<file path="src/hw/rtl/clf_pkg.sv">
// shared types, event codes and character constants of the command line framer
`default_nettype none
package clf_pkg;

    localparam int LINE_BYTES_DEF = 80;
    localparam int SUM_W          = 16;

    localparam logic [7:0] CH_LF      = 8'h0A;
    localparam logic [7:0] CH_CR      = 8'h0D;
    localparam logic [7:0] CH_RDY_REQ = 8'h14;
    localparam logic [7:0] CH_SPACE   = 8'h20;
    localparam logic [7:0] CH_STOP    = 8'h21;
    localparam logic [7:0] CH_STAR    = 8'h2A;
    localparam logic [7:0] CH_QUERY   = 8'h3F;
    localparam logic [7:0] CH_CARET   = 8'h5E;
    localparam logic [7:0] CH_RESUME  = 8'h7E;
    localparam logic [7:0] CSUM_BASE  = 8'd128;

    localparam logic [1:0] OFS_PLAIN = 2'd0;
    localparam logic [1:0] OFS_CSUM  = 2'd2;

    typedef enum logic [3:0] {
        EV_IGNORED  = 4'd0,
        EV_STORED   = 4'd1,
        EV_OVERFLOW = 4'd2,
        EV_READY    = 4'd3,
        EV_DEFERRED = 4'd4,
        EV_STOP     = 4'd5,
        EV_RESUME   = 4'd6,
        EV_REFUSED  = 4'd7,
        EV_EXECUTE  = 4'd8,
        EV_STATUS   = 4'd9,
        EV_SKIPPED  = 4'd10,
        EV_TXERR    = 4'd11
    } t_event;

    typedef struct packed {
        logic [7:0] rx_byte;
        logic       planner_ready;
        logic       machine_stopped;
    } t_item_in;

    typedef struct packed {
        t_event     event_res;
        logic [7:0] data_byte;
        logic [1:0] payload_offset;
        logic       range_err;
    } t_item_out;

    // per-line state apart from the byte count
    typedef struct packed {
        logic [7:0]       first_char;
        logic [7:0]       sent_csum;
        logic [7:0]       payload_first;
        logic [SUM_W-1:0] run_sum;
        logic             copy_acc;
    } t_line_state;

endpackage
`default_nettype wire

</file>
<file path="src/hw/rtl/clf_step.sv">
// per-byte framing, checksum fold and line end verdict
`default_nettype none
module clf_step #(
    parameter int LINE_BYTES = clf_pkg::LINE_BYTES_DEF,
    localparam int CNT_W = $clog2(LINE_BYTES)
) (
    input  clf_pkg::t_item_in    i_item,
    input  logic [CNT_W-1:0]     i_count,
    input  clf_pkg::t_line_state i_state,
    output logic [CNT_W-1:0]     o_count,
    output clf_pkg::t_line_state o_state,
    output clf_pkg::t_item_out   o_res
);
    import clf_pkg::*;

    logic [7:0]       b;
    logic             is_end;
    logic             is_full;
    logic [CNT_W:0]   cnt_p1;
    logic [SUM_W-1:0] sum_add;
    logic [SUM_W-1:0] expect_sum;
    logic             is_star;
    logic             is_csum;

    assign b          = i_item.rx_byte;
    assign is_end     = (b == CH_LF) || (b == CH_CR);
    assign cnt_p1     = {1'b0, i_count} + (CNT_W+1)'(1);
    assign is_full    = cnt_p1 >= (CNT_W+1)'(LINE_BYTES);
    assign sum_add    = i_state.run_sum + SUM_W'(b);
    assign expect_sum = {1'b0, i_state.run_sum[SUM_W-1:1]} + SUM_W'(CSUM_BASE);
    assign is_star    = i_state.first_char == CH_STAR;
    assign is_csum    = is_star || (i_state.first_char == CH_CARET);

    always_comb begin
        o_count = i_count;
        o_state = i_state;
        o_res   = '{event_res: EV_IGNORED, data_byte: 8'd0,
                    payload_offset: OFS_PLAIN, range_err: 1'b0};
        priority if (is_end) begin
            if (i_count != '0) begin
                // line end: verdict, then clear the line
                priority if (i_state.first_char == CH_STOP) begin
                    o_res.event_res = EV_STOP;
                end else if (i_state.first_char == CH_RESUME) begin
                    o_res.event_res = EV_RESUME;
                end else if (i_item.machine_stopped) begin
                    o_res.event_res = EV_REFUSED;
                end else if (!is_csum) begin
                    o_res.event_res = (i_state.first_char == CH_QUERY) ? EV_STATUS
                                                                       : EV_EXECUTE;
                end else if (i_state.copy_acc) begin
                    o_res.payload_offset = OFS_CSUM;
                    o_res.event_res      = EV_SKIPPED;
                    if (is_star) begin
                        o_state.copy_acc = 1'b0;
                    end
                end else begin
                    o_res.payload_offset = OFS_CSUM;
                    o_res.range_err      = i_state.sent_csum < CSUM_BASE;
                    if (expect_sum != {8'd0, i_state.sent_csum}) begin
                        o_res.event_res = is_star ? EV_TXERR : EV_SKIPPED;
                    end else begin
                        if (!is_star) begin
                            o_state.copy_acc = 1'b1;
                        end
                        o_res.event_res = (i_state.payload_first == CH_QUERY) ? EV_STATUS
                                                                              : EV_EXECUTE;
                    end
                end
                o_count               = '0;
                o_state.first_char    = 8'd0;
                o_state.sent_csum     = 8'd0;
                o_state.payload_first = 8'd0;
                o_state.run_sum       = '0;
            end
        end else if (is_full) begin
            o_res.event_res = EV_OVERFLOW;
        end else if (b == CH_RDY_REQ) begin
            o_res.event_res = i_item.planner_ready ? EV_READY : EV_DEFERRED;
        end else if (b <= CH_SPACE) begin
            o_res.event_res = EV_IGNORED;
        end else begin
            priority if (i_count == CNT_W'(0)) begin
                o_state.first_char = b;
            end else if (i_count == CNT_W'(1)) begin
                o_state.sent_csum = b;
            end else begin
                if (i_count == CNT_W'(2)) begin
                    o_state.payload_first = b;
                end
                // fold: take 128 off once when the sum reaches it
                o_state.run_sum = (sum_add >= SUM_W'(CSUM_BASE))
                                ? sum_add - SUM_W'(CSUM_BASE) : sum_add;
            end
            o_count         = cnt_p1[CNT_W-1:0];
            o_res.event_res = EV_STORED;
            o_res.data_byte = b;
        end
    end

endmodule
`default_nettype wire

</file>
<file path="src/hw/rtl/command_line_framer_checksum.sv">
// top level of the command line framer with checksum check
`default_nettype none
// Takes one host byte per item and gives one verdict item per byte. An item passes
// an input register and a result register with the combinational step between them, so
// a new byte is taken every cycle unless stalled, and its result is offered from the
// result register; output back-pressure stalls the input side only once both registers
// are full. Lines longer than LINE_BYTES - 1 stored bytes give overflow until CR or LF.
module command_line_framer_checksum #(
    parameter int LINE_BYTES = clf_pkg::LINE_BYTES_DEF
) (
    input  logic        i_clk,
    input  logic        i_rst_n,
    input  logic        i_s_tvalid,
    output logic        o_s_tready,
    input  logic [15:0] i_s_tdata,   // rx_byte, planner_ready, machine_stopped, zero pad
    output logic        o_m_tvalid,
    input  logic        i_m_tready,
    output logic [15:0] o_m_tdata,   // data_byte, payload_offset, checksum_range_error, pad
    output logic [3:0]  o_m_tuser    // event_res
);
    import clf_pkg::*;

    localparam int CNT_W = $clog2(LINE_BYTES);

    logic                 r_in_valid;
    t_item_in             r_in;
    logic                 r_out_valid;
    t_item_out            r_out;
    logic [CNT_W-1:0]     r_count;
    t_line_state          r_state;
    logic [CNT_W-1:0]     n_count;
    t_line_state          n_state;
    t_item_out            n_out;
    logic                 advance;
    logic                 s_ready;

    assign advance = r_in_valid && (!r_out_valid || i_m_tready);
    assign s_ready = !r_in_valid || advance;

    clf_step #(
        .LINE_BYTES(LINE_BYTES)
    ) u_step (
        .i_item  (r_in),
        .i_count (r_count),
        .i_state (r_state),
        .o_count (n_count),
        .o_state (n_state),
        .o_res   (n_out)
    );

    always_ff @(posedge i_clk) begin
        if (!i_rst_n) begin
            r_in_valid  <= 1'b0;
            r_out_valid <= 1'b0;
            r_count     <= '0;
            r_state     <= '0;
        end else begin
            if (s_ready) begin
                r_in_valid <= i_s_tvalid;
            end
            if (advance) begin
                r_out_valid <= 1'b1;
                r_count     <= n_count;
                r_state     <= n_state;
            end else if (i_m_tready) begin
                r_out_valid <= 1'b0;
            end
        end
    end

    always_ff @(posedge i_clk) begin
        if (s_ready && i_s_tvalid) begin
            r_in.rx_byte         <= i_s_tdata[7:0];
            r_in.planner_ready   <= i_s_tdata[8];
            r_in.machine_stopped <= i_s_tdata[9];
        end
        if (advance) begin
            r_out <= n_out;
        end
    end

    assign o_s_tready = s_ready;
    assign o_m_tvalid = r_out_valid;
    assign o_m_tuser  = r_out.event_res;
    assign o_m_tdata  = {5'd0, r_out.range_err, r_out.payload_offset, r_out.data_byte};

endmodule
`default_nettype wire
</file>
<file path="config.mk">
export PLATFORM = sky130hd
export DESIGN_NAME = command_line_framer_checksum
export DESIGN_NICKNAME = d
export VERILOG_FILES = /design/src/hw/rtl/clf_pkg.sv /design/src/hw/rtl/clf_step.sv /design/src/hw/rtl/command_line_framer_checksum.sv
export SDC_FILE = /design/constraint.sdc
export NUM_CORES = 1
export LEC_CHECK = 0
export ABC_AREA = 1
export BUFFER_PORTS_ARGS = -buffer_cell sky130_fd_sc_hd__clkbuf_2
export CAP_MARGIN = 25
export CORE_UTILIZATION = 30
export CTS_CLUSTER_DIAMETER = 30
export DETAILED_ROUTE_END_ITERATION = 16
export PLACE_DENSITY = 0.54
export SYNTH_ARGS = -nofsm -noshare
export SYNTH_HDL_FRONTEND = slang
export SYNTH_SLANG_ARGS = --single-unit
</file>
<file path="constraint.sdc">
create_clock -name i_clk -period 4.3 [get_ports i_clk]
set_input_delay 0.86 -clock i_clk [delete_from_list [all_inputs] [get_ports i_clk]]
set_output_delay 0.86 -clock i_clk [all_outputs]
set_load 0.05 [all_outputs]
</file>
; Word level (Yosys, flattened, before mapping)
; Index checks and enable logic that the tools add are counted.
; W data, S select, Z words.
[totals]
word_cells = 112
register_bits = 75
output_inout_bits = 22
input_bits = 20
[op_classes]
n_bitwise = 6
reduce_logical = 23
eq_ne = 18
order_cmp = 4
addsub = 4
mux = 42
[op_table]
columns = op, count
row1 = $mux W40, 4
row2 = $mux W41, 1
row3 = $mux W4, 10
row4 = $mux W7, 5
row5 = $eq A8 B6 Y1 const B, 4
row6 = $mux W32, 1
row7 = $mux W24, 1
row8 = $mux W8, 3
row9 = $reduce_and A7 Y1, 3
row10 = $add A15 B8 Y16 const B, 1
row11 = $add A16 B8 Y16, 1
row12 = $eq A8 B4 Y1 const B, 2
row13 = $eq A8 B7 Y1 const B, 2
row14 = $ge A16 B8 Y1 const B, 1
row15 = $mux W16, 1
row16 = $ne A16 B8 Y1, 1
row17 = $sub A16 B8 Y16 const B, 1
row18 = $mux W1, 14
row19 = $ne A2 B1 Y1 const B, 5
row20 = $add A7 B1 Y8 const B, 1
row21 = $eq A8 B5 Y1 const B, 1
row22 = $ge A8 B7 Y1 const B, 1
row23 = $le A8 B6 Y1 const B, 1
row24 = $lt A8 B8 Y1 const B, 1
row25 = other kinds (17), 31

; Longest topological paths before layout
[depth]
depth_word = 10
ltp_mapped = 17
depth_no_buf = 17

; Modules after synthesis
; A second synthesis with hierarchy kept.
[unflattened]
cells_unflattened = 946
area_unflattened_um2 = 5846.9
[by_module_without_submodules]
columns = mod, area_each_um2, seq_area_each_um2, cells_each, n_inst
row1 = command_line_framer_checksum, 3029.2, 1751.7, 358, 1
row2 = clf_step, 2817.7, 0.0, 588, 1

; Worst setup path after synthesis
; OpenSTA, ideal clock, no wires.
[synth_timing]
path_kind = input to register
from = in i_m_tready
to = reg r_state[22] (netlist name)
cell_stages = 10
arrival_time_ns = 2.255
setup_time_ns = 0.113
path_buffers = 1
required_ns = 4.187
path_slack_ns = 1.931
path_cell_list = inv_1 -> nand2_1 -> nand2_1 -> inv_1 -> o21ai_4 -> nor2_8 -> nand3_4 -> buf_6 -> nor2_1 -> nor2_1
[synth_between]
elab_chain_cells = 3
[synth_rtl]
columns = element, line_no
row1 = "start, declared", command_line_framer_checksum.sv:17  ; input logic i_m_tready,
row2 = $logic_or A1 B1 Y1, command_line_framer_checksum.sv:37  ; assign advance = r_in_valid && (!r_out_valid || i_m_tready);
row3 = $logic_and A1 B1 Y1, command_line_framer_checksum.sv:37
row4 = named net advance, command_line_framer_checksum.sv:34  ; logic advance;
row5 = $reduce_and A8 Y1 (no source line), --
row6 = "end signal, assigned", command_line_framer_checksum.sv:64  ; r_state <= n_state;
row7 = "end, declared", command_line_framer_checksum.sv:30  ; t_line_state r_state;
; The timed path passes the listed nets, and every way through them passes these cells.
; A chain may end at the register's enable or synchronous reset.

; Worst setup path after layout
[layout_timing]
from = reg r_in[2] (netlist name)
to = reg r_state[16] (netlist name)
[layout_between]
elab_chain_cells = 9
elab_cells_between_ends = 22
cone_classes = add/sub (2) / order compare (2) / eq/ne (9) / mux (7) / reduce/logical (2)
[layout_rtl]
columns = element, line_no
row1 = "start, declared", command_line_framer_checksum.sv:26  ; t_item_in r_in;
row2 = $add A16 B8 Y16, clf_step.sv:29  ; assign sum_add = i_state.run_sum + SUM_W'(b);
row3 = $sub A16 B8 Y16 / $ge A16 B8 Y1 (equally long branches), "clf_step.sv:93, clf_step.sv:92"
row4 = $mux W16, clf_step.sv:93  ; ? sum_add - SUM_W'(CSUM_BASE) : sum_add;
row5 = $mux W24, clf_step.sv:85  ; end else if (i_count == CNT_W'(1)) begin
row6 = $mux W32, clf_step.sv:83  ; priority if (i_count == CNT_W'(0)) begin
row7 = $mux W40, clf_step.sv:80  ; end else if (b <= CH_SPACE) begin
row8 = $mux W40, clf_step.sv:78  ; end else if (b == CH_RDY_REQ) begin
row9 = $mux W40, clf_step.sv:76  ; end else if (is_full) begin
row10 = $mux W40, clf_step.sv:39  ; priority if (is_end) begin
; Several ways; a longest one is shown, not always the timed one. The select of a mux whose other input is x is not followed.

==> metrics.md <==
| Metric | Value |
|---|---|
| R2R Setup Slk | between 1.5 and 2 ns |
| Sequential share of power | 44.1% |
| Comb pwr share | between 10% and 20% |
| Post-DRT Antenna Nets | 0 |
| Synth cell types | 45 |
| CTS tree | yes |
| CTS buffer count | 9 |
| # fillers | around 1600 |
| Hold crit path type | reg2reg |
| Hold_buf cts | 0 |
| Final TNS setup | 0 ns |
| Inserted Diodes | 0 |
| FP Rows | 44 |
| Worst slew pin tran | 0.729 ns |
| Final Slew Violations | 0 |
| Area leader, netlist | dfxtp_1 |
| Nets | about 710 |
| Initial antenna violation count | 0 |
| Final setup viols | 0 |
| Critical path required time | approximately 4.5 ns |
| CTS Buffer Depth | 2 |
| Reg area | 0.00172 mm² |
| Clk sinks | 74 |
| Reg-to-reg startpoint | r_in[2] |
| Setup crit end kind | flip-flop |
| Gr ovfl total | 0 |
| Critical path data arrival time | 2.97 ns |
| Area of the multi-input gates | 0.00247 mm² |
| Unrepaired setup endpoints after global routing | false |
| Yosys top cell area share | 21.8% |
| Area Growth Syn to Fin | 13.3% |
| NetSw | approximately 0.49 mW |
| Outcome | finished, final reports clean |
| Routed wire length | 11.6 mm |
| Dpl hpwl | 8.70 mm |
| Tmin final | between 2 and 3 ns |
| Reg2Reg Depth | 14 |
| Die Span Y | ~130 µm |
| Worst path most repeated cell | nand2_1 |
| PwrDens | 335 mW/mm² |
| Synth Warn # | 0 |
| Hold Path Depth | 2 |
| Crit path max-delay cell type | edfxtp_1 |
| Largest cells by area after synthesis | dfxtp_1 22%, edfxtp_1 16%, nand2_1 15%, inv_1 6.2%, nor2_1 6.0% |
| Drt wl/cell | 13.4 µm |
| Post-synth EDFFs | 24 |
| Critical path class | reg2reg |
| Cts repair resizes | 0 |
| Max cap viols | 0 |
| Slew HR | 51.4% |
| Core Region | 0.0148 mm² |
| H-tree levels | 3 |
| Sequential-to-total area share from yosys stat | around 37% |
| Mapped cell area | 0.00460 mm² |
| Postcts setup bufs | 0 |
| Layout cells sized above 1 | between 10% and 20% |
| Leak | between 2 and 2.5 nW |
| Initial Util | 31.2% |
| Worst-path cell chain | ha_1 > fa_1 > nand2_1 > nand2_1 > nand3_1 > nand2_1 > nand2_1 > nand2_1 > nor2_1 > nand2_1 > nor2_2 > nand2_1 > nand4_1 > a21oi_1 |
| Die width | 126 µm |
| Dominant synthesized flop cell | dfxtp_1 |
| Layout Cells excl Fill | 868 |
| Routability cong. | around 0.86 |
| DIE AREA | 0.0158 mm² |
| Worst skew pair latency | about 0.35 ns |
| # DRC | 0 |
| Clock share of power | 44.7% |
| Fin. Hold Viols | 0 |
| FMAX | 362 MHz |
| Hold Path End | r_state[24] |
| Max VDD drop | 0.214 mV |
| Commonest cells after routing, fill and taps aside | 178 x nand2_1, 76 x inv_1, 73 x nor2_1 |
| Post-synth ARST share | 0% |
| Global-route wire length before repair | roughly 19 mm |
| Slowest stage delay, CP | ~0.48 ns |
| Vias per cell | between 4 and 5 |
| Overall Power | 1.75 mW |
| Fin worst setup slack | about 1.5 ns |
| Vias in the first global route | approximately 4000 |
| Fin Clk Skew | 0.00709 ns |
| Internal power contribution | 1.26 mW |
| Worst R2R End | r_state[16] |
| Dpl cells | about 850 |
| Gr usage total | approximately 16% |
| DR pass1 iterations | 5 |
| Clock-pin slew on the worst setup and hold paths | approximately 0.060 ns |
| Cells after Synth | 650 |
| Commonest non-fill, non-tap cell in the layout | nand2_1 |
| Switch share | 28.1% |
| Final period utilization | 64.3% |
| Startpoint types | flip-flop |
| IO Pins | 42 |
| Largest net degree at the start of global routing | 23 |
| Worst Hold Launch | r_state[24] |
| DR vias | 4186 |
| Syn Area/Cell | 7.07 µm² |
| CP Max Fanout | 8 |
| FF+latch count, synth | 74 |
| Initial DRC Count | 299 |
| IO buf count | 29 |
| Place WS | ~1.5 ns |
| Root Driver | clkbuf_16 |
| WHS | between 0.4 and 0.5 ns |
## area by class of cell
| class | count | share of cell area, % |
|---|---|---|
| repair buffers | 30 | 3.31 |
| clock inverters | 7 | 1.47 |
| inverters | 83 | 6.08 |
| well taps | 184 | 4.42 |
| flip-flops and latches | 74 | 33.1 |
| clock buffers | 9 | 4.32 |
| multi-input cells | 481 | 47.3 |
## power by group through the flow
stage               clock, mW  sequential (mW)  combinational (mW)
floorplan                   0            0.798               0.132
global placement            0            0.784               0.189
detailed placement          0            0.785               0.194
CTS                     0.801            0.769               0.196
global route            0.830            0.772               0.218
finish                  0.781            0.770               0.196
## metal layers
layer	wire length, µm	GRT usage, %	vias to the layer above
met5	0	0	-
met4	201	6.59	0
met3	660	2.72	14
met2	4950	23.9	117
met1	5810	21.7	1885
li1	-	-	2170
## state kept, by name, indices dropped and copies added, names as in the netlist
register	flops
r_state	41
o_m_tdata	10
r_in	10
r_count	7
o_m_tuser	4
o_m_tvalid	1
r_in_valid	1
## cells by family (layout without fill, tap and decap cells)
kind of cell | count (synthesis) | count (layout) | synth area share [%]
flip-flops | 74 | 74 | 37.4
AO/OA/AOI/OAI | 77 | 77 | 9.80
AND/OR/NAND/NOR | 372 | 372 | 37.0
other | 1 | 6 | 0.0816
adder cells (fa/ha/maj) | 15 | 15 | 4.24
XOR/XNOR | 11 | 11 | 2.10
buffers and inverters | 100 | 129 | 9.33
## worst max-delay path, delay by kind of cell, from the launching register on
kind | cells | cell delay, ns
AND/OR/NAND/NOR | 11 | 1.39
flip-flops | 1 | 0.48
adder cells (fa/ha/maj) | 2 | 0.71
AO/OA/AOI/OAI | 1 | 0.07
## per-stage QoR
| step | utilization (%) | cell area, µm² |
|---|---|---|
| 6_report | 35.3 | 5210 |
| 4_1_cts | 35.3 | 5210 |
| 3_3_place_gp | 33.1 | 4880 |
| 3_5_place_dp | 33.3 | 4910 |
| 2_1_floorplan | - | 4620 |
| 5_1_grt | 35.3 | 5210 |
## worst max path at each step
stage                     startpoint           to  cells past startpoint
after global routing         r_in[2]  r_state[16]                     14
final                        r_in[2]  r_state[16]                     14
after detailed placement  i_m_tready   r_state[1]                     10
after CTS                    r_in[2]  r_state[16]                     14
after floorplan           i_m_tready  r_state[22]                     10
after global placement    i_m_tready  r_state[16]                     10
## synthesized netlist by cell type, types with 2 or more instances
cell and n:
nor2_4 4, inv_1 76, a21oi_4 2, nand2_4 2, and2_1 3, clkbuf_1 5
o21ai_2 2, buf_6 3, nor2_2 5, o21ai_0 25, xor2_1 11, nand3_1 51
nor2_1 73, ha_1 14, nand3b_1 2, or2_2 5, inv_2 4, inv_4 2
nand2_2 4, nor4_1 4, nor3_1 10, nand4_1 22, nand2_1 178, buf_4 6
buf_2 3, a21oi_1 43, dfxtp_1 50, edfxtp_1 24
No activity file was read; power rests on OpenSTA's default activity.
